[src/rtl/core/atl_pkg.sv]
// Shared types, token codes and byte classification for the ASCII token lexer.
package atl_pkg;

    // Token kinds reported on token_kind
    localparam logic [4:0] KIND_SYMBOL      = 5'd0;
    localparam logic [4:0] KIND_INTEGER     = 5'd1;
    localparam logic [4:0] KIND_WHITESPACE  = 5'd2;
    localparam logic [4:0] KIND_PUNCT_BASE  = 5'd3;
    localparam logic [4:0] KIND_ERROR       = 5'd26;
    localparam logic [4:0] KIND_END         = 5'd27;

    // Open run codes held by the front end
    localparam logic [1:0] RUN_NONE         = 2'd0;
    localparam logic [1:0] RUN_SYMBOL       = 2'd1;
    localparam logic [1:0] RUN_INTEGER      = 2'd2;
    localparam logic [1:0] RUN_WHITESPACE   = 2'd3;

    // Position saturation limit: min(MAX_LEN, 65535)
    localparam logic [31:0] MAX_LEN   = 32'd65535;
    localparam logic [15:0] POS_LIMIT =
        (MAX_LEN < 32'd65535) ? MAX_LEN[15:0] : 16'hFFFF;

    // Default depth of the front-to-back token queue
    localparam int QUEUE_DEPTH = 4;

    localparam int PUNCT_COUNT = 23;
    localparam logic [7:0] PUNCT_BYTES [PUNCT_COUNT] = '{
        8'h3A, 8'h2C, 8'h2E, 8'h2D, 8'h2F, 8'h3D, 8'h23, 8'h40,
        8'h21, 8'h25, 8'h2A, 8'h2B, 8'h3F, 8'h26, 8'h7E, 8'h5B,
        8'h5D, 8'h24, 8'h3B, 8'h28, 8'h29, 8'h27, 8'h22
    };

    // One queue entry: an optional run token followed by an optional own token
    typedef struct packed {
        logic        run_vld;
        logic [1:0]  run_code;
        logic [15:0] run_start;
        logic [15:0] run_len;
        logic        own_vld;
        logic [4:0]  own_kind;
        logic [15:0] own_start;
    } atl_entry_t;

    // Map a byte to its token kind: run classes, punctuation or error
    function automatic logic [4:0] classify(input logic [7:0] b);
        logic [4:0] kind;
        kind = KIND_ERROR;
        case (b) inside
            [8'h61:8'h7A], [8'h41:8'h5A], 8'h5F:
                kind = KIND_SYMBOL;
            [8'h30:8'h39]:
                kind = KIND_INTEGER;
            8'h20, 8'h0C, 8'h0A, 8'h0D, 8'h09, 8'h0B:
                kind = KIND_WHITESPACE;
            default:
            begin
                for (int i = 0; i < PUNCT_COUNT; i++)
                begin
                    if (PUNCT_BYTES[i] == b)
                    begin
                        kind = KIND_PUNCT_BASE + 5'(i);
                    end
                end
            end
        endcase
        return kind;
    endfunction

endpackage

[src/rtl/core/ascii_token_lexer_unit.sv]
// Top level of the ASCII token lexer: front end, token queue and back end.
//
//  channel  | transaction when       | payload
//  ---------+------------------------+-------------------------------------------------
//  input    | push && !full          | byte_value, end_of_input
//  result   | pop && !empty          | token_kind, start_pos, token_length, last_result
//
// One byte is taken per cycle while full is low; the front end classifies it in the
// cycle it is taken. Each result passes through the queue, then the result register;
// the back end sends one token per cycle while pop is high, so the two tokens of an
// item go out in turn, which the queue absorbs. full rises only when the queue holds
// QUEUE_DEPTH entries. Reset clears run state, position, queue and result register.
module ascii_token_lexer_unit #(
    parameter int QUEUE_DEPTH = atl_pkg::QUEUE_DEPTH
) (
    input  logic        clk,
    input  logic        rst_n,
    input  logic        push,
    output logic        full,
    input  logic [7:0]  byte_value,
    input  logic        end_of_input,
    output logic        empty,
    input  logic        pop,
    output logic [4:0]  token_kind,
    output logic [15:0] start_pos,
    output logic [15:0] token_length,
    output logic        last_result
);
    import atl_pkg::*;

    logic       in_take;
    logic       q_push;
    logic       q_pop;
    logic       q_vld;
    logic       q_full;
    atl_entry_t q_wr_entry;
    atl_entry_t q_head;

    assign full    = q_full;
    assign in_take = push && !q_full;

    atl_front u_front (
        .clk          (clk),
        .rst_n        (rst_n),
        .in_take      (in_take),
        .byte_value   (byte_value),
        .end_of_input (end_of_input),
        .q_push       (q_push),
        .q_entry      (q_wr_entry)
    );

    atl_queue #(
        .DEPTH (QUEUE_DEPTH)
    ) u_queue (
        .clk     (clk),
        .rst_n   (rst_n),
        .wr_en   (q_push),
        .wr_data (q_wr_entry),
        .rd_en   (q_pop),
        .rd_data (q_head),
        .q_vld   (q_vld),
        .q_full  (q_full)
    );

    atl_back u_back (
        .clk          (clk),
        .rst_n        (rst_n),
        .q_vld        (q_vld),
        .q_head       (q_head),
        .q_pop        (q_pop),
        .pop          (pop),
        .empty        (empty),
        .token_kind   (token_kind),
        .start_pos    (start_pos),
        .token_length (token_length),
        .last_result  (last_result)
    );

`ifndef ASSERT_OFF
    // Front end never writes into a full queue
    a_no_overflow: assert property (@(posedge clk) disable iff (!rst_n)
        q_push |-> !q_full)
        else $error("token queue overflow");

    // End token closes its transaction and has zero length
    a_end_token: assert property (@(posedge clk) disable iff (!rst_n)
        (!empty && token_kind == KIND_END) |-> (last_result && token_length == 16'd0))
        else $error("malformed end token");

    // Only a run token can be followed by another token of the same item
    a_first_is_run: assert property (@(posedge clk) disable iff (!rst_n)
        (!empty && !last_result) |-> (token_kind <= KIND_WHITESPACE))
        else $error("non-run token not marked last");
`endif

endmodule

[src/rtl/core/atl_front.sv]
// Front end: classifies each accepted byte, tracks the open run and builds queue entries.
module atl_front (
    input  logic                clk,
    input  logic                rst_n,
    input  logic                in_take,
    input  logic [7:0]          byte_value,
    input  logic                end_of_input,
    output logic                q_push,
    output atl_pkg::atl_entry_t q_entry
);
    import atl_pkg::*;

    logic [1:0]  run_kind_reg, run_kind_next;
    logic [15:0] run_start_reg, run_start_next;
    logic [15:0] pos_reg, pos_next;
    logic [15:0] pos_adv;
    logic [4:0]  kind;
    logic        run_open;
    logic        run_cont;

    // Classify the byte and check whether it extends the open run
    assign kind     = classify(byte_value);
    assign run_open = (run_kind_reg != RUN_NONE);
    assign run_cont = run_open && (kind <= KIND_WHITESPACE)
                      && ((kind[1:0] + 2'd1) == run_kind_reg);
    assign pos_adv  = (pos_reg < POS_LIMIT) ? (pos_reg + 16'd1) : POS_LIMIT;

    // Build the entry and the next run state
    always_comb
    begin
        q_entry.run_vld   = run_open;
        q_entry.run_code  = run_kind_reg - 2'd1;
        q_entry.run_start = run_start_reg;
        q_entry.run_len   = pos_reg - run_start_reg;
        q_entry.own_vld   = 1'b0;
        q_entry.own_kind  = kind;
        q_entry.own_start = pos_reg;
        run_kind_next     = run_kind_reg;
        run_start_next    = run_start_reg;
        pos_next          = pos_reg;
        q_push            = 1'b0;
        if (in_take)
        begin
            if (end_of_input)
            begin
                q_entry.own_vld  = 1'b1;
                q_entry.own_kind = KIND_END;
                q_push           = 1'b1;
                run_kind_next    = RUN_NONE;
                run_start_next   = 16'd0;
                pos_next         = 16'd0;
            end
            else if (run_cont)
            begin
                pos_next = pos_adv;
            end
            else
            begin
                pos_next = pos_adv;
                if (kind <= KIND_WHITESPACE)
                begin
                    run_kind_next  = kind[1:0] + 2'd1;
                    run_start_next = pos_reg;
                    q_push         = run_open;
                end
                else
                begin
                    run_kind_next   = RUN_NONE;
                    q_entry.own_vld = 1'b1;
                    q_push          = 1'b1;
                end
            end
        end
    end

    // Hold run state and byte position
    always_ff @(posedge clk or negedge rst_n)
    begin
        if (!rst_n)
        begin
            run_kind_reg  <= RUN_NONE;
            run_start_reg <= 16'd0;
            pos_reg       <= 16'd0;
        end
        else
        begin
            run_kind_reg  <= run_kind_next;
            run_start_reg <= run_start_next;
            pos_reg       <= pos_next;
        end
    end

endmodule

[src/rtl/core/atl_queue.sv]
// Small FIFO of token entries between the front end and the back end.
module atl_queue #(
    parameter int DEPTH = atl_pkg::QUEUE_DEPTH
) (
    input  logic                clk,
    input  logic                rst_n,
    input  logic                wr_en,
    input  atl_pkg::atl_entry_t wr_data,
    input  logic                rd_en,
    output atl_pkg::atl_entry_t rd_data,
    output logic                q_vld,
    output logic                q_full
);
    import atl_pkg::*;

    localparam int PW = (DEPTH > 1) ? $clog2(DEPTH) : 1;
    localparam int CW = $clog2(DEPTH + 1);

    atl_entry_t  mem [DEPTH];
    logic [PW-1:0] wr_ptr_reg, rd_ptr_reg;
    logic [CW-1:0] cnt_reg;

    assign rd_data = mem[rd_ptr_reg];
    assign q_vld   = (cnt_reg != '0);
    assign q_full  = (cnt_reg == CW'(DEPTH));

    // Store pushed entries
    always_ff @(posedge clk)
    begin
        if (wr_en)
        begin
            mem[wr_ptr_reg] <= wr_data;
        end
    end

    // Advance pointers and count
    always_ff @(posedge clk or negedge rst_n)
    begin
        if (!rst_n)
        begin
            wr_ptr_reg <= '0;
            rd_ptr_reg <= '0;
            cnt_reg    <= '0;
        end
        else
        begin
            if (wr_en)
            begin
                wr_ptr_reg <= (wr_ptr_reg == PW'(DEPTH - 1)) ? '0 : wr_ptr_reg + 1'b1;
            end
            if (rd_en)
            begin
                rd_ptr_reg <= (rd_ptr_reg == PW'(DEPTH - 1)) ? '0 : rd_ptr_reg + 1'b1;
            end
            if (wr_en && !rd_en)
            begin
                cnt_reg <= cnt_reg + 1'b1;
            end
            else if (!wr_en && rd_en)
            begin
                cnt_reg <= cnt_reg - 1'b1;
            end
        end
    end

endmodule

[src/rtl/core/atl_back.sv]
// Back end: splits each queue entry into tokens and holds the result register.
module atl_back (
    input  logic                clk,
    input  logic                rst_n,
    input  logic                q_vld,
    input  atl_pkg::atl_entry_t q_head,
    output logic                q_pop,
    input  logic                pop,
    output logic                empty,
    output logic [4:0]          token_kind,
    output logic [15:0]         start_pos,
    output logic [15:0]         token_length,
    output logic                last_result
);
    import atl_pkg::*;

    logic        out_vld_reg;
    logic        phase_reg, phase_next;
    logic        take;
    logic        emit_run;
    logic [4:0]  kind_next;
    logic [15:0] start_next;
    logic [15:0] len_next;
    logic        last_next;
    logic [4:0]  kind_reg;
    logic [15:0] start_reg;
    logic [15:0] len_reg;
    logic        last_reg;

    // Load a token when the queue holds an entry and the result register is free or being taken
    assign take     = q_vld && (!out_vld_reg || pop);
    assign emit_run = q_head.run_vld && !phase_reg;

    // Pick the run token first, then the entry's own token
    always_comb
    begin
        phase_next = phase_reg;
        q_pop      = 1'b0;
        if (emit_run)
        begin
            kind_next  = {3'b000, q_head.run_code};
            start_next = q_head.run_start;
            len_next   = q_head.run_len;
            last_next  = !q_head.own_vld;
            if (take)
            begin
                q_pop      = !q_head.own_vld;
                phase_next = q_head.own_vld;
            end
        end
        else
        begin
            kind_next  = q_head.own_kind;
            start_next = q_head.own_start;
            len_next   = (q_head.own_kind == KIND_END) ? 16'd0 : 16'd1;
            last_next  = 1'b1;
            if (take)
            begin
                q_pop      = 1'b1;
                phase_next = 1'b0;
            end
        end
    end

    // Hold control state of the result register
    always_ff @(posedge clk or negedge rst_n)
    begin
        if (!rst_n)
        begin
            out_vld_reg <= 1'b0;
            phase_reg   <= 1'b0;
        end
        else
        begin
            phase_reg <= phase_next;
            if (take)
            begin
                out_vld_reg <= 1'b1;
            end
            else if (pop)
            begin
                out_vld_reg <= 1'b0;
            end
        end
    end

    // Capture the token payload
    always_ff @(posedge clk)
    begin
        if (take)
        begin
            kind_reg  <= kind_next;
            start_reg <= start_next;
            len_reg   <= len_next;
            last_reg  <= last_next;
        end
    end

    assign empty        = !out_vld_reg;
    assign token_kind   = kind_reg;
    assign start_pos    = start_reg;
    assign token_length = len_reg;
    assign last_result  = last_reg;

endmodule

[config.mk]
export PLATFORM = sky130hd
export DESIGN_NAME = ascii_token_lexer_unit
export DESIGN_NICKNAME = d
export VERILOG_FILES = /design/src/rtl/core/atl_pkg.sv /design/src/rtl/core/ascii_token_lexer_unit.sv /design/src/rtl/core/atl_front.sv /design/src/rtl/core/atl_queue.sv /design/src/rtl/core/atl_back.sv
export SDC_FILE = /design/constraint.sdc
export NUM_CORES = 1
export LEC_CHECK = 0
export ABC_CLOCK_PERIOD_IN_PS = 4080
export BUFFER_PORTS_ARGS = -buffer_cell sky130_fd_sc_hd__clkbuf_2
export CELL_PAD_IN_SITES_DETAIL_PLACEMENT = 1
export CELL_PAD_IN_SITES_GLOBAL_PLACEMENT = 2
export CORE_ASPECT_RATIO = 1.2
export CORE_MARGIN = 5
export CORE_UTILIZATION = 46
export DETAILED_ROUTE_END_ITERATION = 6
export PLACE_DENSITY_LB_ADDON = 0.1
export REMOVE_ABC_BUFFERS = 1
export SYNTH_ARGS = -nofsm -noshare
export SYNTH_HDL_FRONTEND = slang
export SYNTH_HIERARCHICAL = 1
export SYNTH_SLANG_ARGS = --single-unit
[constraint.sdc]
create_clock -name clk -period 4.08 [get_ports clk]
set_input_delay 0.204 -clock clk [delete_from_list [all_inputs] [get_ports clk]]
set_output_delay 0.204 -clock clk [all_outputs]
set_load 0.05 [all_outputs]
### Word level (Yosys, flattened, before mapping)

Memory sizes are Yosys's and may differ from the RTL's.
Cells that the tools add are included.

| operators by class | value |
|---|---|
| add/sub/neg operators | 8 |
| $lt $le $gt $ge | 8 |
| eq/ne operators | 36 |
| multiplexer cells | 61 |
| reductions and logical operators | 26 |

Operators by type and width:

| kind | count |
|---|---|
| $eq 6x8->1 const A | 19 |
| $mux 5 | 27 |
| $mux 16 | 7 |
| $eq 8x4->1 const B | 5 |
| $eq 7x8->1 const A | 4 |
| $mux 1 | 18 |
| $add 16x1->16 const B | 1 |
| $ge 8x7->1 const B | 2 |
| $le 8x7->1 const B | 2 |
| $lt 16x16->1 const B | 1 |
| $sub 16x16->16 | 1 |
| $mux 2 | 6 |
| $logic_and 1x1->1 | 10 |
| $eq 8x6->1 const B | 1 |
| $eq 8x7->1 const B | 1 |
| $ge 8x6->1 const B | 1 |
| $le 8x6->1 const B | 1 |
| $reduce_bool 2->1 | 4 |
| $add 2x1->2 const B | 3 |
| $logic_not 1->1 | 6 |
| $mux 3 | 2 |
| $mux 6 | 1 |
| $reduce_or 6->1 | 1 |
| $eq 5x5->1 const B | 1 |
| other kinds (13) | 14 |

| word-level totals | value |
|---|---|
| register bits | 81 |
| RAM bits | 228 |
| output and inout port bits | 40 |
| logic and storage cells | 153 |
| memories | 1 |

Memories:

| name | words | bits a word | read ports | clocked after Yosys merged registers in | write ports | line | text |
|---|---|---|---|---|---|---|---|
| u_queue.mem | 4 | 57 | 1 | 0 | 1 | atl_queue.sv:19 | `atl_entry_t mem [DEPTH];` |

### Longest topological paths before layout

| logic depth | value |
|---|---|
| depth in word-level cells | 37 |
| depth in mapped cells | 18 |
| mapped depth without buffers | 16 |

### Hierarchy

Netlist, hierarchy kept.

Modules (own cells, without submodules):

| module | instances | cells each | area each (um^2) | seq. area each (um^2) |
|---|---|---|---|---|
| atl_queue | 1 | 335 | 8648.3 | 7021.7 |
| atl_front | 1 | 438 | 3375.7 | 850.8 |
| atl_back | 1 | 95 | 1709.1 | 1191.1 |
| ascii_token_lexer_unit | 1 | 1 | 13.8 | 0.0 |

### Least setup slack after synthesis

No wires, ideal clock.

| timing path | value |
|---|---|
| path type | in2reg |
| from | in byte_value[6] |
| to | mem u_queue/mem[0][0] (netlist bit) (enable) |
| setup time | 0.421 ns |
| arrival | 3.992 ns |
| path slack | -0.333 ns |
| stages | 12 |
| buffers on the path | 1 |
| path through | buf_2 or4b_4 nor2_1 o21ai_1 a41oi_2 nor2_1 ha_1 xnor2_1 a211oi_1 nor3_1 o21a_1 and2_1 |

| on the way | value |
|---|---|
| longest elaborated chain between the ends | 35 |
| elaborated cells between the ends (all ways) | 78 |

Ends and longest elaborated chain:

| item | line | text |
|---|---|---|
| start: declaration | ascii_token_lexer_unit.sv:20 | `input logic [7:0] byte_value,` |
| $eq 6x8->1 | atl_pkg.sv:59 | `if (PUNCT_BYTES[i] == b)` |
| $mux 5 (23 in a row) | atl_pkg.sv:59 |  |
| $mux 5 (2 in a row) | atl_pkg.sv:48 | `case (b) inside` |
| $mux 5 (*) | atl_pkg.sv:48 |  |
| $le 5x2->1 / $add 2x1->2 (equally long branches) | atl_front.sv:24, atl_front.sv:60, atl_front.sv:25 |  |
| $logic_and 1x1->1 / $eq 2x2->1 (equally long branches) | atl_front.sv:24, atl_front.sv:25 |  |
| $logic_and 1x1->1 | atl_front.sv:25 | `&& ((kind[1:0] + 2'd1) == run_kind_reg);` |
| $mux 1 (*) | atl_front.sv:53 | `else if (run_cont)` |
| $mux 1 (*) | atl_front.sv:44 | `if (end_of_input)` |
| $mux 1 (*) | atl_front.sv:42 | `if (in_take)` |
| named net q_push | ascii_token_lexer_unit.sv:32 | `logic q_push;` |
| $mux 1 (*) | atl_queue.sv:30 | `if (wr_en)` |
| $mux 1 (not written as such) (*) | atl_queue.sv:32 | `mem[wr_ptr_reg] <= wr_data;` |
| end: declaration | atl_queue.sv:19 |  |

Mark *: on every way through the listed nets, which the timed path passes. The rest lies on a longest branch.

### Final worst setup path

| timing path | value |
|---|---|
| from | in byte_value[4] |
| to | reg u_queue.cnt_reg[2] |

| on the way | value |
|---|---|
| longest elaborated chain between the ends | 36 |
| elaborated cells between the ends (all ways) | 81 |

Ends and longest elaborated chain:

| item | line | text |
|---|---|---|
| $eq 6x8->1 | atl_pkg.sv:59 |  |
| $mux 5 (23 in a row) | atl_pkg.sv:59 |  |
| $mux 5 (2 in a row) | atl_pkg.sv:48 |  |
| $mux 5 (*) | atl_pkg.sv:48 |  |
| $le 5x2->1 / $add 2x1->2 (equally long branches) | atl_front.sv:24, atl_front.sv:60, atl_front.sv:25 |  |
| $logic_and 1x1->1 / $eq 2x2->1 (equally long branches) | atl_front.sv:24, atl_front.sv:25 |  |
| $logic_and 1x1->1 | atl_front.sv:25 |  |
| $mux 1 (*) | atl_front.sv:53 |  |
| $mux 1 (*) | atl_front.sv:44 |  |
| $mux 1 (*) | atl_front.sv:42 |  |
| named net q_push | ascii_token_lexer_unit.sv:32 |  |
| $logic_not 1->1 | atl_queue.sv:59 | `else if (!wr_en && rd_en)` |
| $logic_and 1x1->1 | atl_queue.sv:59 |  |
| $reduce_bool 2->1 (no line) | n/a |  |
| end signal: assignment | atl_queue.sv:57 | `cnt_reg <= cnt_reg + 1'b1;` |
| end signal: assignment | atl_queue.sv:61 | `cnt_reg <= cnt_reg - 1'b1;` |
| end: declaration | atl_queue.sv:21 | `logic [CW-1:0] cnt_reg;` |

Marked as above.
A chain may end at the register's enable or synchronous reset.

==> metrics.md <==
| Metric | Value |
|---|---|
| Setup violations, final | 0 |
| Status | completed |
| Setup WS post-layout | 0.3939 ns |
| Antenna violations before repair | 0 |
| Hold Path Origin | end_of_input |
| Ys flop type | edfxtp_1 |
| Total GRT Usage | 0.1885 |
| Core area | 29530 um^2 |
| Drt initial violations | 460 |
| DP HPWL | 19470 um |
| Slew headroom | 0.3229 |
| CP Launch Type | input port |
| Max layer used | met4 |
| P_leak | 5.493 nW |
| # rows | 69 |
| First-pass GRT wire length | 49180 um |
| Chip Width | 167.8 um |
| WL met1 | 12650 um |
| Worst vdd ir | 0.0005708 V |
| Metal3 WL | 955 um |
| Clk pin slew, worst setup/hold paths | 0.06 ns |
| Final Slew Violations | 0 |
| Syn Area/Cell | 15.82 um^2 |
| Largest register FFs | 228 |
| Post-CTS setup repair buffer count | 0 |
| Tightest Hold Check Type | input port to flop |
| Pwr Density | 842.9 nW/um^2 |
| Die Height | 199.4 um |
| IO Count | 53 |
| DR vias | 7807 |
| N_diodes | 0 |
| Post-synth design cell area | 13750 um^2 |
| Register area share after synthesis | 0.6593 |
| Cts bufs inserted | 35 |
| Clock tree from TritonCTS | built |
| Insertion delay to the later sink of the worst-skew pair | 0.52 ns |
| Setup crit start | byte_value[4] |
| Worst Path Class, Setup | input port to flop |
| Vias in the first global route | 8734 |
| Post-synth cell types | 68 |
| I/O Buffers | 52 |
| Final WL | 30700 um |
| Area growth from synthesis to layout | 14.08% |
| Root buffer cell | clkbuf_16 |
| Most flops, register | u_queue/mem |
| Max-Cap Viols | 0 |
| Async SR Flop Fraction | 0.1392 |
| Routed len/inst | 22.53 um |
| Nature of the critical path endpoint | flop |
| Share of cells above drive strength 1 | 0.2456 |
| Worst EP required | 4.51 ns |
| Drt first pass iters | 5 |
| Buf/Inv on CP | 3 |
| Place WS | -0.1094 ns |
| CP max stage delay | 0.44 ns |
| Fill cell total of the finished layout | 2865 |
| Worst-Margin Slew | 1.016 ns |
| Crit path cell chain | clkbuf_2, buf_4, nor4bb_1, and3_1, o21ai_1, a41oi_2, nor2_1, ha_1, xnor2_1, a211oi_1, nor3_1, o21a_1, ha_1, inv_1, fa_1, xor2_1, nor2_1, xor2_1 |
| Global placement routability congestion | 0.8498 |
| Die area | 33460 um^2 |
| CP max FO | 9 |
| TritonCTS sink count | 309 |
| Post-Route Skew | 0.02124 ns |
| Vias per cell | 5.728 |
| Final hold vios | 0 |
| Crit path max-delay cell type | nor4bb_1 |
| Routed met2 length | 16470 um |
| Htree depth | 2 |
| Largest net degree at the start of global routing | 44 |
| Synth Instances | 869 |
| NumNets Final | 986 |
| RSZ-0062 raised after global routing | no |
| Top delay family on crit path | simple AND/OR/NAND/NOR gates |
| Setup_tns | 0 ns |
| Fmax | 271.3 MHz |
| GRT overflow | 0 |
| Starting density of the core | 0.4656 |
| Minimum clock period | 3.686 ns |
| YS warnings | 6 |
| Clock Path Buffers | 3 |
| Hold slack | 0.09675 ns |
| Crit path DAT | 4.12 ns |
| R2r startpoint | u_front/pos_reg[0] |
| Final period utilization | 0.9034 |
| DRC viols | 0 |
| Synth Register Bits | 309 |
| Number of flops mapped to enable cells by yosys | 266 |
| Final ANT Viol Nets | 0 |
[power breakdown]
group	switching, mW	internal, mW	total (mW)	leakage [nW]
combinational	2.83	1.86	4.69	1.89
clock	1.21	1.87	3.08	0.554
sequential	0.489	4.96	5.45	3.05
[cell type report]
class                   count  area (um^2)  area share
flip-flops and latches    309         9069      0.5783
multi-input cells         467         4224      0.2693
clock buffers              49        980.9     0.06255
repair buffers             84        580.6     0.03702
well taps                 390        488.0     0.03112
inverters                  50        187.7     0.01197
clock inverters            14        152.6    0.009734
[through the flow]
| step | cell area (um^2) | cells | power [mW] | util |
|---|---|---|---|---|
| 6_report | 15680 | 1363 | 13.22 | 0.5311 |
| 5_1_grt | 15680 | 1363 | 13.96 | 0.5311 |
| 4_1_cts | 15680 | 1363 | 13.43 | 0.5311 |
| 3_5_place_dp | 14530 | 1298 | 10.30 | 0.4921 |
| 3_3_place_gp | 14530 | 1298 | 10.07 | 0.4921 |
| 2_1_floorplan | 13470 | 826 | 8.880 | - |
[cells in the mapped netlist (6+ instances only)]
cell,n,share of area
inv_1,49,0.013
nor2b_1,8,0.0036
a21oi_1,29,0.011
mux4_2,57,0.093
and2_1,21,0.0096
o221ai_2,10,0.011
nand2_1,30,0.0082
nand3_1,29,0.011
mux2_4,18,0.020
o221ai_1,6,0.0038
buf_2,6,0.0022
nor2_1,44,0.012
o21ai_0,26,0.0095
edfxtp_1,266,0.58
dfrtp_1,43,0.078
xnor2_1,15,0.0096
nand2b_1,9,0.0041
nor3_1,20,0.0073
clkbuf_1,20,0.0055
nand4_1,6,0.0027
a31oi_1,23,0.010
ha_1,24,0.022
buf_4,6,0.0033
[worst register-to-register path, stage by stage, from the launching register on]
cell,delay (ns)
dfrtp_1,0.46
inv_1,0.15
ha_1,0.27
fa_1,0.41
nor2b_1,0.16
o21a_1,0.16
o21ai_0,0.17
a211oi_1,0.47
o31ai_1,0.16
buf_4,0.18
o311ai_0,0.64
[timing repair]
action	in CTS	in global routing
hold buffers	2	0
endpoints found under the hold margin	44	0
gates resized for setup	0	0
[path summary, 6_finish.rpt]
check	endpoint	slack (ns)	cells after the start
min reg2reg	u_queue/cnt_reg[2]	0.50	1
max	u_queue/cnt_reg[2]	0.39	18
min	u_front/pos_reg[14]	0.1	3
max in group asynchronous	u_queue/rd_ptr_reg[0]	3.30	3
min in group asynchronous	u_queue/rd_ptr_reg[1]	0.32	3
max reg2reg	u_queue/mem[1][36]	0.57	10
[layer usage]
| metal | vias to the layer above | track usage |
|---|---|---|
| met5 | - | 0 |
| met4 | 0 | 0.05562 |
| met3 | 48 | 0.02750 |
| met2 | 125 | 0.3447 |
| met1 | 4082 | 0.2333 |
| li1 | 3552 | - |
[placed cells by master (no fill, tap or decap), types with 5 or more instances in the layout]
| cell | netlist | layout |
|---|---|---|
| edfxtp_1 | 266 | 266 |
| mux4_2 | 57 | 57 |
| clkbuf_2 | 0 | 52 |
| inv_1 | 49 | 48 |
| nor2_1 | 44 | 44 |
| dfrtp_1 | 43 | 41 |
| clkbuf_16 | 0 | 37 |
| nand2_1 | 30 | 30 |
| a21oi_1 | 29 | 29 |
| nand3_1 | 29 | 29 |
| o21ai_0 | 26 | 26 |
| buf_4 | 6 | 24 |
| ha_1 | 24 | 24 |
| a31oi_1 | 23 | 23 |
| nor3_1 | 20 | 20 |
| mux2_4 | 18 | 18 |
| and2_1 | 21 | 17 |
| xnor2_1 | 15 | 15 |
| clkbuf_1 | 20 | 11 |
| o221ai_2 | 10 | 10 |
| nand2b_1 | 9 | 9 |
| nor2b_1 | 8 | 8 |
| clkinv_2 | 0 | 6 |
| nand4_1 | 6 | 6 |
| o221ai_1 | 6 | 6 |
| buf_12 | 2 | 6 |
| o22ai_1 | 5 | 5 |
| o21a_1 | 5 | 5 |
[cell families (layout without fill, tap and decap cells)]
logic type / count (synthesis) / count (layout) / share of synthesized area
buffers and inverters: 93 / 197 / 0.03377
adders and majority gates: 26 / 26 / 0.02476
muxes: 79 / 79 / 0.1161
and+or+nand+nor: 205 / 205 / 0.08119
xor gates and xnor gates: 18 / 18 / 0.01147
DFF: 309 / 309 / 0.6593
AOI/OAI and AO/OA: 139 / 139 / 0.07336
Power figures use the tool's default switching activity.
